File: src/rtl/lamport_request_queue_defines.svh
// assertion macros for the lamport request queue
`ifndef LAMPORT_REQUEST_QUEUE_DEFINES_SVH
`define LAMPORT_REQUEST_QUEUE_DEFINES_SVH

`ifndef SYNTHESIS
// same-cycle implication, checked on clk while out of reset
`define LRQ_ASSERT_IMPL(name, ante, cons) \
	name: assert property (@(posedge clk) disable iff (!arst_n) (ante) |-> (cons)) \
		else $error("lrq check failed");
// next-cycle implication
`define LRQ_ASSERT_NEXT(name, ante, cons) \
	name: assert property (@(posedge clk) disable iff (!arst_n) (ante) |=> (cons)) \
		else $error("lrq check failed");
`else
`define LRQ_ASSERT_IMPL(name, ante, cons)
`define LRQ_ASSERT_NEXT(name, ante, cons)
`endif

`endif

File: src/rtl/lrq_pkg.sv
// shared constants, types and helpers of the lamport request queue
package lrq_pkg;

	localparam int NODES       = 16;
	localparam int ADDR_W      = $clog2(NODES);
	localparam int CNT_W       = $clog2(NODES + 1);

	localparam int STAMP_W     = 32;
	localparam int NODE_W      = 4;
	localparam int AMOUNT_W    = 16;
	localparam int OP_W        = 2;
	localparam int OUTCOME_W   = 2;
	localparam int SUM_AHEAD_W = 20;
	localparam int OCC_W       = 5;
	localparam int CAPACITY_W  = 16;

	// exact running sum never exceeds NODES * max amount
	localparam int SUM_W       = AMOUNT_W + $clog2(NODES);
	localparam int SUM_EXT_W   = (SUM_W > SUM_AHEAD_W) ? SUM_W : SUM_AHEAD_W;
	localparam logic [SUM_AHEAD_W-1:0] SUM_MAX = {SUM_AHEAD_W{1'b1}};

	localparam int IN_DATA_W   = 56;
	localparam int IN_USER_W   = OP_W;
	localparam int OUT_DATA_W  = 32;
	localparam int CFG_IDX_W   = 1;
	localparam int CFG_DATA_W  = 16;

	localparam logic [OP_W-1:0] OP_INSERT = 2'd0;
	localparam logic [OP_W-1:0] OP_REMOVE = 2'd1;
	localparam logic [OP_W-1:0] OP_QUERY  = 2'd2;

	localparam logic [OUTCOME_W-1:0] OUT_OK       = 2'd0;
	localparam logic [OUTCOME_W-1:0] OUT_FULL     = 2'd1;
	localparam logic [OUTCOME_W-1:0] OUT_NOTFOUND = 2'd2;

	localparam logic [CFG_IDX_W-1:0] REG_OWN_ID   = 1'd0;
	localparam logic [CFG_IDX_W-1:0] REG_CAPACITY = 1'd1;

	localparam logic [CAPACITY_W-1:0] CAPACITY_RST = 16'd1;

	// stamp in the low bits, matching the input word layout
	typedef struct packed {
		logic [AMOUNT_W-1:0] amount;
		logic [NODE_W-1:0]   node;
		logic [STAMP_W-1:0]  stamp;
	} entry_t;

	localparam int ENTRY_W = $bits(entry_t);

	typedef struct packed {
		logic [OUT_DATA_W-30-1:0] pad;
		logic [OCC_W-1:0]         occupancy;
		logic                     admitted;
		logic [SUM_AHEAD_W-1:0]   sum_ahead;
		logic                     own_at_head;
		logic                     own_present;
		logic [OUTCOME_W-1:0]     outcome;
	} out_word_t;

	// held entry sorts after the incoming one
	function automatic logic goes_before(entry_t held, entry_t ins);
		return (held.stamp > ins.stamp) ||
			((held.stamp == ins.stamp) && (held.node > ins.node));
	endfunction

endpackage

File: src/rtl/lrq_ram.sv
// generic single-write, single-read ram with registered read data
module lrq_ram #(
	parameter int WIDTH = 8,
	parameter int DEPTH = 16
) (
	input  logic                     clk,
	input  logic                     wr_en,
	input  logic [$clog2(DEPTH)-1:0] wr_addr,
	input  logic [WIDTH-1:0]         wr_data,
	input  logic                     rd_en,
	input  logic [$clog2(DEPTH)-1:0] rd_addr,
	output logic [WIDTH-1:0]         rd_data
);

	logic [WIDTH-1:0] mem_q [DEPTH];

	always_ff @(posedge clk) begin
		if (wr_en) begin
			mem_q[wr_addr] <= wr_data;
		end
		if (rd_en) begin
			rd_data <= mem_q[rd_addr];
		end
	end

endmodule

File: src/rtl/lamport_request_queue.sv
// top level of the lamport request queue: sequencer around the entry ram
//
// channel   dir  handshake               payload
// s_*       in   s_tvalid / s_tready     s_tdata: stamp, origin_node, amount; s_tuser: op
// m_*       out  m_tvalid / m_tready     m_tdata: outcome .. occupancy
// cfg_*     in   cfg_valid / cfg_ready   cfg_index, cfg_data (own_id, capacity)
//
// one word at a time: a sorted insert walks down the ram shifting later
// entries up, a removal walks up shifting later entries down, and a query
// leaves the table alone; every word then ends in a scan that sums amounts
// until the own entry, one ram read a cycle
// a finished result waits in the output register; the next word is taken
// meanwhile, and the sequencer only holds in its last state if that register
// is still full. reset clears the count and sets the config to own_id 0 and
// capacity 1, the ram needs no clearing
`include "lamport_request_queue_defines.svh"

module lamport_request_queue (
	input  logic                             clk,
	input  logic                             arst_n,
	// slave side
	input  logic                             s_tvalid,
	output logic                             s_tready,
	// [31:0] stamp, [35:32] origin_node, [51:36] amount, [55:52] zero
	input  logic [lrq_pkg::IN_DATA_W-1:0]    s_tdata,
	// [1:0] op
	input  logic [lrq_pkg::IN_USER_W-1:0]    s_tuser,
	// master side
	output logic                             m_tvalid,
	input  logic                             m_tready,
	// [1:0] outcome, [2] own_present, [3] own_at_head, [23:4] sum_ahead,
	// [24] admitted, [29:25] occupancy, [31:30] zero
	output logic [lrq_pkg::OUT_DATA_W-1:0]   m_tdata,
	// configuration writes
	input  logic                             cfg_valid,
	output logic                             cfg_ready,
	input  logic [lrq_pkg::CFG_IDX_W-1:0]    cfg_index,
	input  logic [lrq_pkg::CFG_DATA_W-1:0]   cfg_data
);

	localparam int CW = lrq_pkg::CNT_W;
	localparam int AW = lrq_pkg::ADDR_W;
	localparam int SW = lrq_pkg::SUM_W;
	localparam int XW = lrq_pkg::SUM_EXT_W;

	localparam logic [CW-1:0] ONE_C   = CW'(1);
	localparam logic [CW-1:0] NODES_C = CW'(lrq_pkg::NODES);

	// sequencer states
	localparam logic [2:0] ST_IDLE = 3'd0;
	localparam logic [2:0] ST_INS  = 3'd1;
	localparam logic [2:0] ST_REM  = 3'd2;
	localparam logic [2:0] ST_SCAN = 3'd3;
	localparam logic [2:0] ST_FIN  = 3'd4;

	// config registers
	logic [lrq_pkg::NODE_W-1:0]     own_id_q;
	logic [lrq_pkg::CAPACITY_W-1:0] capacity_q;

	// control state
	logic [2:0]    state_q, state_d;
	logic [CW-1:0] count_q, count_d;
	logic [CW-1:0] hole_q, hole_d;     // free slot during the insert walk
	logic [CW-1:0] rd_q, rd_d;         // read pointer of the current walk
	logic          found_q, found_d;
	logic          hit_q, hit_d;
	logic          at_head_q, at_head_d;
	logic          admitted_q, admitted_d;
	logic [SW-1:0] sum_q, sum_d;
	logic [lrq_pkg::OUTCOME_W-1:0] outcome_q, outcome_d;
	logic          m_tvalid_q;

	// read pipeline tag: which entry the ram output holds
	logic          rv_s1;
	logic [CW-1:0] idx_s1;

	// item and result payload
	lrq_pkg::entry_t    new_q;
	lrq_pkg::out_word_t out_q;

	// ram ports
	logic                        ram_we;
	logic [AW-1:0]               ram_waddr;
	logic [lrq_pkg::ENTRY_W-1:0] ram_wdata;
	logic                        ram_re;
	logic [AW-1:0]               ram_raddr;
	logic [lrq_pkg::ENTRY_W-1:0] ram_rdata;
	lrq_pkg::entry_t             rd_entry;

	logic          leave;
	logic          out_load;
	logic          last_s1;
	logic [SW:0]   own_total;
	logic [XW-1:0] sum_ext;
	logic [lrq_pkg::SUM_AHEAD_W-1:0] sum_sat;

	lrq_ram #(
		.WIDTH (lrq_pkg::ENTRY_W),
		.DEPTH (lrq_pkg::NODES)
	) u_entries (
		.clk     (clk),
		.wr_en   (ram_we),
		.wr_addr (ram_waddr),
		.wr_data (ram_wdata),
		.rd_en   (ram_re),
		.rd_addr (ram_raddr),
		.rd_data (ram_rdata)
	);

	assign rd_entry  = lrq_pkg::entry_t'(ram_rdata);
	assign s_tready  = (state_q == ST_IDLE);
	assign cfg_ready = 1'b1;
	assign m_tvalid  = m_tvalid_q;
	assign m_tdata   = out_q;

	assign last_s1   = (idx_s1 == count_q - ONE_C);
	assign own_total = {1'b0, sum_q} + (SW + 1)'(rd_entry.amount);

	// sum_ahead saturates when the exact sum outgrows the field
	assign sum_ext = XW'(sum_q);
	assign sum_sat = (sum_ext > XW'(lrq_pkg::SUM_MAX)) ? lrq_pkg::SUM_MAX :
		sum_ext[lrq_pkg::SUM_AHEAD_W-1:0];

	always_comb begin
		state_d    = state_q;
		count_d    = count_q;
		hole_d     = hole_q;
		rd_d       = rd_q;
		found_d    = found_q;
		hit_d      = hit_q;
		at_head_d  = at_head_q;
		admitted_d = admitted_q;
		sum_d      = sum_q;
		outcome_d  = outcome_q;
		ram_we     = 1'b0;
		ram_waddr  = '0;
		ram_wdata  = new_q;
		ram_re     = 1'b0;
		ram_raddr  = '0;
		leave      = 1'b0;
		out_load   = 1'b0;

		case (state_q)
			ST_IDLE: begin
				if (s_tvalid) begin
					// scan results start clean for every word
					hit_d      = 1'b0;
					at_head_d  = 1'b0;
					admitted_d = 1'b0;
					sum_d      = '0;
					found_d    = 1'b0;
					rd_d       = '0;
					outcome_d  = lrq_pkg::OUT_OK;
					case (s_tuser)
						lrq_pkg::OP_INSERT: begin
							if (count_q == NODES_C) begin
								outcome_d = lrq_pkg::OUT_FULL;
								state_d   = ST_SCAN;
							end else begin
								hole_d  = count_q;
								rd_d    = count_q;
								state_d = ST_INS;
							end
						end
						lrq_pkg::OP_REMOVE: begin
							if (count_q == '0) begin
								outcome_d = lrq_pkg::OUT_NOTFOUND;
								state_d   = ST_SCAN;
							end else begin
								state_d = ST_REM;
							end
						end
						default: begin
							// query and the unused code leave the table alone
							state_d = ST_SCAN;
						end
					endcase
				end
			end

			ST_INS: begin
				// walk down from the top, moving later entries up one slot
				ram_re    = (rd_q != '0);
				ram_raddr = AW'(rd_q - ONE_C);
				if (ram_re) begin
					rd_d = rd_q - ONE_C;
				end
				if (hole_q == '0) begin
					ram_we    = 1'b1;
					ram_waddr = '0;
					ram_wdata = new_q;
					leave     = 1'b1;
				end else if (rv_s1) begin
					ram_we    = 1'b1;
					ram_waddr = hole_q[AW-1:0];
					if (lrq_pkg::goes_before(rd_entry, new_q)) begin
						ram_wdata = rd_entry;
						hole_d    = hole_q - ONE_C;
					end else begin
						ram_wdata = new_q;
						leave     = 1'b1;
					end
				end
				if (leave) begin
					count_d = count_q + ONE_C;
					rd_d    = '0;
					state_d = ST_SCAN;
				end
			end

			ST_REM: begin
				// walk up; once the node is found, pull each later entry down
				ram_re    = (rd_q < count_q);
				ram_raddr = rd_q[AW-1:0];
				if (ram_re) begin
					rd_d = rd_q + ONE_C;
				end
				if (rv_s1) begin
					if (found_q) begin
						ram_we    = 1'b1;
						ram_waddr = AW'(idx_s1 - ONE_C);
						ram_wdata = rd_entry;
					end else if (rd_entry.node == new_q.node) begin
						found_d = 1'b1;
					end
					if (last_s1) begin
						leave = 1'b1;
						rd_d  = '0;
						if (found_d) begin
							count_d = count_q - ONE_C;
						end else begin
							outcome_d = lrq_pkg::OUT_NOTFOUND;
						end
						state_d = ST_SCAN;
					end
				end
			end

			ST_SCAN: begin
				// sum amounts ahead of the first own entry
				ram_re    = (rd_q < count_q);
				ram_raddr = rd_q[AW-1:0];
				if (ram_re) begin
					rd_d = rd_q + ONE_C;
				end
				if (count_q == '0) begin
					leave = 1'b1;
				end else if (rv_s1) begin
					if (rd_entry.node == own_id_q) begin
						hit_d      = 1'b1;
						at_head_d  = (idx_s1 == '0);
						admitted_d = (own_total <= (SW + 1)'(capacity_q));
						leave      = 1'b1;
					end else begin
						sum_d = sum_q + SW'(rd_entry.amount);
						leave = last_s1;
					end
				end
				if (leave) begin
					state_d = ST_FIN;
				end
			end

			ST_FIN: begin
				// wait here only while the previous result is still unread
				if (!m_tvalid_q || m_tready) begin
					out_load = 1'b1;
					state_d  = ST_IDLE;
				end
			end

			default: begin
				state_d = ST_IDLE;
			end
		endcase
	end

	always_ff @(posedge clk or negedge arst_n) begin
		if (!arst_n) begin
			state_q    <= ST_IDLE;
			count_q    <= '0;
			hole_q     <= '0;
			rd_q       <= '0;
			found_q    <= 1'b0;
			hit_q      <= 1'b0;
			at_head_q  <= 1'b0;
			admitted_q <= 1'b0;
			sum_q      <= '0;
			outcome_q  <= lrq_pkg::OUT_OK;
			rv_s1      <= 1'b0;
			idx_s1     <= '0;
			m_tvalid_q <= 1'b0;
			own_id_q   <= '0;
			capacity_q <= lrq_pkg::CAPACITY_RST;
		end else begin
			state_q    <= state_d;
			count_q    <= count_d;
			hole_q     <= hole_d;
			rd_q       <= rd_d;
			found_q    <= found_d;
			hit_q      <= hit_d;
			at_head_q  <= at_head_d;
			admitted_q <= admitted_d;
			sum_q      <= sum_d;
			outcome_q  <= outcome_d;
			// a read issued while leaving a walk belongs to nobody
			rv_s1      <= ram_re && !leave;
			idx_s1     <= CW'(ram_raddr);
			if (out_load) begin
				m_tvalid_q <= 1'b1;
			end else if (m_tready) begin
				m_tvalid_q <= 1'b0;
			end
			if (cfg_valid) begin
				case (cfg_index)
					lrq_pkg::REG_OWN_ID: begin
						own_id_q <= cfg_data[lrq_pkg::NODE_W-1:0];
					end
					lrq_pkg::REG_CAPACITY: begin
						capacity_q <= cfg_data[lrq_pkg::CAPACITY_W-1:0];
					end
					default: begin
					end
				endcase
			end
		end
	end

	// payload registers
	always_ff @(posedge clk) begin
		if (s_tvalid && s_tready) begin
			new_q <= lrq_pkg::entry_t'(s_tdata[lrq_pkg::ENTRY_W-1:0]);
		end
		if (out_load) begin
			out_q.pad         <= '0;
			out_q.occupancy   <= lrq_pkg::OCC_W'(count_q);
			out_q.admitted    <= hit_q && admitted_q;
			out_q.sum_ahead   <= hit_q ? sum_sat : '0;
			out_q.own_at_head <= hit_q && at_head_q;
			out_q.own_present <= hit_q;
			out_q.outcome     <= outcome_q;
		end
	end

	`LRQ_ASSERT_IMPL(a_count_range, 1'b1, count_q <= NODES_C)
	`LRQ_ASSERT_NEXT(a_accept_busy, s_tvalid && s_tready, state_q != ST_IDLE)
	`LRQ_ASSERT_IMPL(a_full_flag, out_load && outcome_q == lrq_pkg::OUT_FULL, count_q == NODES_C)
	`LRQ_ASSERT_IMPL(a_write_phase, ram_we, state_q == ST_INS || state_q == ST_REM)

endmodule

File: config.mk
export PLATFORM = sky130hd
export DESIGN_NAME = lamport_request_queue
export DESIGN_NICKNAME = d
export VERILOG_FILES = /design/src/rtl/lrq_pkg.sv /design/src/rtl/lrq_ram.sv /design/src/rtl/lamport_request_queue.sv
export VERILOG_INCLUDE_DIRS = /design/src /design/src/rtl
export SDC_FILE = /design/constraint.sdc
export NUM_CORES = 1
export LEC_CHECK = 0
export CAP_MARGIN = 0
export CELL_PAD_IN_SITES_DETAIL_PLACEMENT = 0
export CELL_PAD_IN_SITES_GLOBAL_PLACEMENT = 1
export CORE_MARGIN = 1
export CORE_UTILIZATION = 56
export CTS_CLUSTER_DIAMETER = 50
export CTS_CLUSTER_SIZE = 28
export DETAILED_ROUTE_END_ITERATION = 10
export DONT_BUFFER_PORTS = 1
export PLACE_DENSITY_LB_ADDON = 0.25
export SYNTH_ARGS = -nofsm -noshare
export SYNTH_HDL_FRONTEND = slang
export SYNTH_HIERARCHICAL = 1
export SYNTH_SLANG_ARGS = --single-unit
File: constraint.sdc
create_clock -name clk -period 7.9 [get_ports clk]
set_clock_uncertainty 0.1 [all_clocks]
set_input_delay 1.185 -clock clk [delete_from_list [all_inputs] [get_ports clk]]
set_output_delay 1.185 -clock clk [all_outputs]
set_load 0.02 [all_outputs]
==> results of run 1 <==
layout by cell type, fill, tap and decap left out, types with 16 or more instances in the layout:
master and n:
mux2_2 25, mux2_1 46, nor2_1 42, clkbuf_16 98, o21ai_0 48, nand2b_1 16
xnor2_1 20, a22o_1 18, buf_4 36, a21oi_1 48, edfxtp_1 966, inv_1 70
ha_1 80, dfrtp_1 69, nand2_1 114, a22oi_1 108, and2_1 24, mux4_2 208
nand3_1 18
kinds of logic after synthesis:
logic type / count (synthesis)
flip-flops: 1036
multiplexers: 279
adder cells (fa/ha/maj): 81
buffers and inverters: 172
AND/OR/NAND/NOR: 296
AO/OA/AOI/OAI: 290
XOR/XNOR: 34
other: 2
synth_stat cells (all sizes together) (25+ instances only):
cell,number,area share
edfxtp,966,0.69
mux4,208,0.11
nand2,114,0.010
a22oi,108,0.019
ha,80,0.024
inv,72,0.0065
mux2,71,0.019
dfrtp,69,0.041
nor2,57,0.0051
buf,50,0.0091
clkbuf,49,0.0044
a21oi,48,0.0057
o21ai,48,0.0057
and2,25,0.0037
sequential cells by signal (all words and copies together), names as in the netlist:
| signal | flops |
|---|---|
| rd_q | 5 |
| count_q | 5 |
| found_q | 1 |
| u_entries/rd_data | 52 |
| u_entries/mem_q | 832 |
| new_q | 52 |
| hit_q | 1 |
| outcome_q | 2 |
| rv_s1 | 1 |
| m_tdata | 30 |
| own_id_q | 4 |
| capacity_q | 16 |
| at_head_q | 1 |
| idx_s1 | 4 |
| sum_ext | 20 |
| state_q | 3 |
| m_tvalid | 1 |
| hole_q | 5 |
| admitted_q | 1 |
cell type report:
type	instances	area (µm²)
Clock buffer	108	2500
Timing Repair Buffer	38	310.3
Tap cell	959	1200
Sequential cell	1036	30760
Inverter	73	274.0
Fill cell	4974	27230
Clock inverter	70	812.0
Antenna cell	1	2.502
Multi-Input combinational cell	983	10370
path summary, 6_finish.rpt:
check	start	endpoint	slack, ns	cells after the start
setup / recovery	state_q[2]	u_entries/mem_q[11][28]	2.86	7
hold / removal	arst_n	capacity_q[4]	0.15	0
setup reg to reg	state_q[2]	u_entries/mem_q[11][28]	2.86	7
hold reg to reg	outcome_q[1]	m_tdata[1]	0.35	0
max in group asynchronous	arst_n	capacity_q[0]	7.38	0
min in group clk	outcome_q[1]	m_tdata[1]	0.35	0
where the power goes:
group / total (mW) / switching [mW] / leakage, nW / internal, mW
Sequential: 7.22 / 0.358 / 9.63 / 6.86
Clock: 4.79 / 2.16 / 1.61 / 2.64
Combinational: 5.31 / 3.04 / 4.11 / 2.28
Total: 17.3 / 5.55 / 15.3 / 11.8
metrics by stage:
stage / hold slack (ns) / worst slack [ns] / area, µm² / power, mW
CTS: 0.1002 / 2.935 / 46220 / 17.48
floorplan: 0.3194 / 1.859 / 41820 / 11.30
detailed placement: 0.3301 / 2.923 / 42910 / 12.69
global placement: 0.3325 / 3.031 / 42910 / 12.56
finish: 0.1457 / 2.864 / 46230 / 17.33
global route: 0.09461 / 2.743 / 46230 / 18.17
metal layers:
layer,global-route usage,vias to the layer above,part of all wire
li1,-,8946,-
met5,0,-,0
met4,0.06630,0,0.022
met3,0.03784,137,0.069
met2,0.4014,730,0.50
met1,0.3354,10702,0.41
critical path, delay by kind of cell (launching register included):
kind | cells | cell delay (ns)
flops | 1 | 0.65
buf+inv | 1 | 0.71
compound gates | 1 | 0.84
simple gates | 5 | 2.37
==> flow_summary.yaml, run 1 <==
outcome:
  outcome: "finished, final reports clean"
placement:
  dp.cells: 3089
  dpl.hpwl_mm: 46.70
  numPortBuffers: 0
  place_congestion: 0.7947
routing:
  via_count: 20515
  routed_wl_mm: 89.04
  dr.pass1.iters: 5
  drt_iter0_markers: 2057
  ant_nets: 0
  drt-wirelength-per-cell_um: 27.25
  via_per_inst: 6.278
  drc: 0
floorplan:
  std_cell_rows: 99
  die_y_um: 275.3
  die_w_um: 275.3
  core-area_um2: 73450
  die-area_um2: 75770
  start_util: 0.5693
  num_io_pins: 115
layout:
  final_cells: 3268
  drive_above_1_share: 0.2023
  post-route-util: 0.6293
  syn_to_final_growth_pct: 10.55
  nets: 2388
synthesis:
  synthMuxAreaShare: 0.1311
  synthAdderAreaFrac: 0.02442
  netlist_area_um2: 41820
  synth_xor_xnor_area_share: 0.007121
  synth.avg_cell_area_um2: 19.09
  synthDistinctLibCells: 68
  synth_flop_cell: "edfxtp_1"
  synth_compound_area_frac: 0.04776
  synthArstFlopShare: 0.06757
  synth_edf_count: 966
  syn_inst: 2190
  ys_seq_area_frac: 0.7356
  ys.warnings.count: 6
  synth-simple-area-share: 0.03363
  synth-seq-cells: 1036
  synth_top_family_by_area: "multiplexers"
grt:
  grt_max_degree: 157
  grt_pass1_wl_mm: 133.0
  grt_pass1_vias: 20975
  grt_overflow: 0
  grt_antenna_before_repair: 1
  track_usage: 0.2414
power:
  cellPowerDensity_nw_per_um2: 374.9
  peakVddDrop_mv: 0.2589
  leakage_nw: 15.35
timing:
  worstMarginPinSlew_ns: 1.155
  setup_viol: 0
  fmax_mhz: 198.6
  hold_violations: 0
  rsz0062_at_grt: "no"
  fin_setup_tns_ns: 0
  finalCritPeriodShare: 0.6374
  min_period_ns: 5.036
  slew-limit-headroom: 0.2298
  slew_viol_final: 0
job:
  drv_cap: 0
worst_setup_path:
  worst_path_max_delay_cell: "nor2_4"
  crit_path_max_fanout: 32
  cp.required_ns: 8.08
  worstPathArrival_ns: 5.22
  cp-end-kind: "register"
  criticalPathCategory: "reg2reg"
  cp-start-kind: "register"
  slowest_delay_ns: 0.96
  critical_path.cell_chain: "nand2b_1, nor2_1, nand3_1, o21ai_0, nand2_1, nor2_4, buf_4"
cts:
  ctsHoldBuffers: 0
  cts_max_level: 3
  cts_root_buf: "clkbuf_16"
  tritoncts.num_buffers: 95
  cts_buffer_depth: 3
  clkSinkCount: 1036
  cts_tree: "built"
  insertion_delay_ns: 0.67
  post_cts_buffers: 0
  path_clk_slew_ns: 0.06
  cts-resized-gates: 0
hold_path:
  hold_path_class: "in2async"
No activity file was read; power rests on OpenSTA's default activity.
==> run 2: changes to the inputs <==
--- a/config.mk
+++ b/config.mk
@@ -10,7 +10,7 @@
 export CELL_PAD_IN_SITES_DETAIL_PLACEMENT = 0
 export CELL_PAD_IN_SITES_GLOBAL_PLACEMENT = 1
 export CORE_MARGIN = 1
-export CORE_UTILIZATION = 56
+export CORE_UTILIZATION = 50
 export CTS_CLUSTER_DIAMETER = 50
 export CTS_CLUSTER_SIZE = 28
 export DETAILED_ROUTE_END_ITERATION = 10
==> constraint.sdc (replaced) <==
create_clock -name clk -period 4.25 [get_ports clk]
set_clock_uncertainty 0.1 [all_clocks]
set_input_delay 0.6375 -clock clk [delete_from_list [all_inputs] [get_ports clk]]
set_output_delay 0.6375 -clock clk [all_outputs]
set_load 0.02 [all_outputs]
==> flow_summary.yaml, run 2 (same netlist as run 1, synthesis figures left out) <==
outcome:
  outcome: "finished, final reports clean"
placement:
  dpl.hpwl_mm: 50.74
  pre_cts_slack_ns: 0.03607
  place_area_um2: 43840
  place_congestion: 0.7984
  numPortBuffers: 0
  dp.cells: 3242
cts:
  insertion_delay_ns: 0.69
  clkSinkCount: 1036
  cts_root_buf: "clkbuf_16"
  cts_buffer_depth: 3
  tritoncts.num_buffers: 93
  cts_tree: "built"
  path_clk_slew_ns: 0.07
  cts_max_level: 3
worst_setup_path:
  r2r_cells: 11
  worst_path_max_delay_cell: "or4_1"
  cp_common_cell: "buf_4"
  cp-start-kind: "register"
  cp.required_ns: 4.45
  slowest_delay_ns: 0.67
  crit_start: "u_entries/rd_data[31]"
  worstPathArrival_ns: 4.21
  reg2reg_to: "u_entries/mem_q[1][49]"
  endpoint: "u_entries/mem_q[1][49]"
  r2r-start: "u_entries/rd_data[31]"
  ff2ff_setup_slack_ns: 0.24
  cp.depth: 11
  crit_path_max_fanout: 20
  path_delay_family: "simple AND/OR/NAND/NOR gates"
  cp-end-kind: "register"
  cp.buffers_inverters: 2
  critical_path.cell_chain: "ha_1, and4_1, nand4_1, or4_1, nor3_1, a31oi_1, buf_4, nand2_1, o31a_2, buf_4, mux2_1"
  criticalPathCategory: "reg2reg"
routing:
  drt-wirelength-per-cell_um: 26.96
  drt_iter0_markers: 1904
  routed_wl_mm: 94.03
  via_per_inst: 6.112
  dr.pass1.iters: 5
  drc: 0
  ant_nets: 0
  via_count: 21318
power:
  internal-power_mw: 22.01
  peakVddDrop_mv: 0.9883
  p_clk_frac: 0.268
  cellPowerDensity_nw_per_um2: 684.4
  p_switching_mw: 10.76
  power_mw: 32.77
  power_frac_comb: 0.323
  p_seq_frac: 0.409
  switching_share: 0.3284
  leakage_nw: 15.96
layout:
  post-route-util: 0.5813
  num_antenna_cells: 0
  largestRegisters: "u_entries/mem_q (832), new_q (52), u_entries/rd_data (52)"
  drive_above_1_share: 0.2163
  syn_to_final_growth_pct: 14.50
  regMostFlops: "u_entries/mem_q"
  fill_cells: 5947
  layout_common_cells: "edfxtp_1, mux4_2, nand2_1"
  final_cells: 3488
  nets: 2499
  layout_commonest_cell: "edfxtp_1"
  final_cell_area_um2: 47880
  largest_reg_flops: 832
timing:
  fin_setup_tns_ns: 0
  finalCritPeriodShare: 0.9431
  worstMarginPinSlew_ns: 1.066
  setup_viol: 0
  rsz0062_at_grt: "no"
  min_period_ns: 4.008
  fin_ws_ns: 0.2417
  hold_violations: 0
  slew-limit-headroom: 0.2820
  timing.hold.ws_ns: 0.04155
  slew_viol_final: 0
  fmax_mhz: 249.5
hold_path:
  hold_path_class: "in2reg"
floorplan:
  num_io_pins: 115
  die_y_um: 291.2
  core-area_um2: 82370
  start_util: 0.5076
  die-area_um2: 84790
  std_cell_rows: 105
  die_w_um: 291.2
grt:
  grt_antenna_before_repair: 1
  grt_max_degree: 81
  track_usage: 0.2246
  grt_pass1_wl_mm: 139.7
  grt_overflow: 0
  grt_pass1_vias: 21845
job:
  drv_cap: 0
[run 2: changes by cell type in the layout (fill, tap and decap cells not counted), sizes merged]
| cell | delta |
|---|---|
| buf | +44 |
| bufinv | -3 |
| clkbuf | -11 |
| clkinv | +15 |
| clkinvlp | +2 |
| diode | -1 |
| dlygate4sd3 | +69 |
| inv | -6 |
[run 2: what timing repair did]
item	CTS	global route
hold endpoints to repair	141	0
resized for setup	3	4
setup endpoints to repair	1	1
cloned	0	0
pin swaps	1	1
hold buffers	70	0
buffers inserted	1	0
[run 2: layer usage]
layer	routed length, µm	part of all wire	track usage
met2	46880	0.50	0.3764
met1	39060	0.42	0.3076
met5	10	0.00011	0
met4	2225	0.024	0.06130
met3	5847	0.062	0.03466
[run 2: worst min path at each step]
stage | startpoint | endpoint | slack, ns | cells after the start
3_3_place_gp | arst_n | sum_ext[3] | 0.24 | 0
6_report | cfg_data[3] | capacity_q[3] | 0.04 | 1
2_1_floorplan | arst_n | admitted_q | 0.24 | 0
5_1_grt | cfg_data[3] | capacity_q[3] | 0.005 | 1
4_1_cts | cfg_data[3] | capacity_q[3] | 0.0009 | 1
3_5_place_dp | arst_n | sum_ext[1] | 0.24 | 0
[run 2: layout make-up]
type	instances	area, µm²	area share
Inverter	73	275.3	0.005749
Clock buffer	97	2364	0.04936
Timing Repair Buffer	151	1814	0.03789
Clock inverter	78	925.9	0.01934
Tap cell	1070	1339	0.02796
Multi-Input combinational cell	983	10400	0.2172
Sequential cell	1036	30760	0.6425
[run 2: power groups by stage]
stage | clock network (mW) | logic (mW) | registers, mW
final | 8.77 | 10.6 | 13.4
after global routing | 9.30 | 11.6 | 13.5
after CTS | 8.94 | 10.7 | 13.4
after detailed placement | 0 | 10.5 | 13.6
after global placement | 0 | 10.4 | 13.6
after floorplan | 0 | 7.69 | 13.3
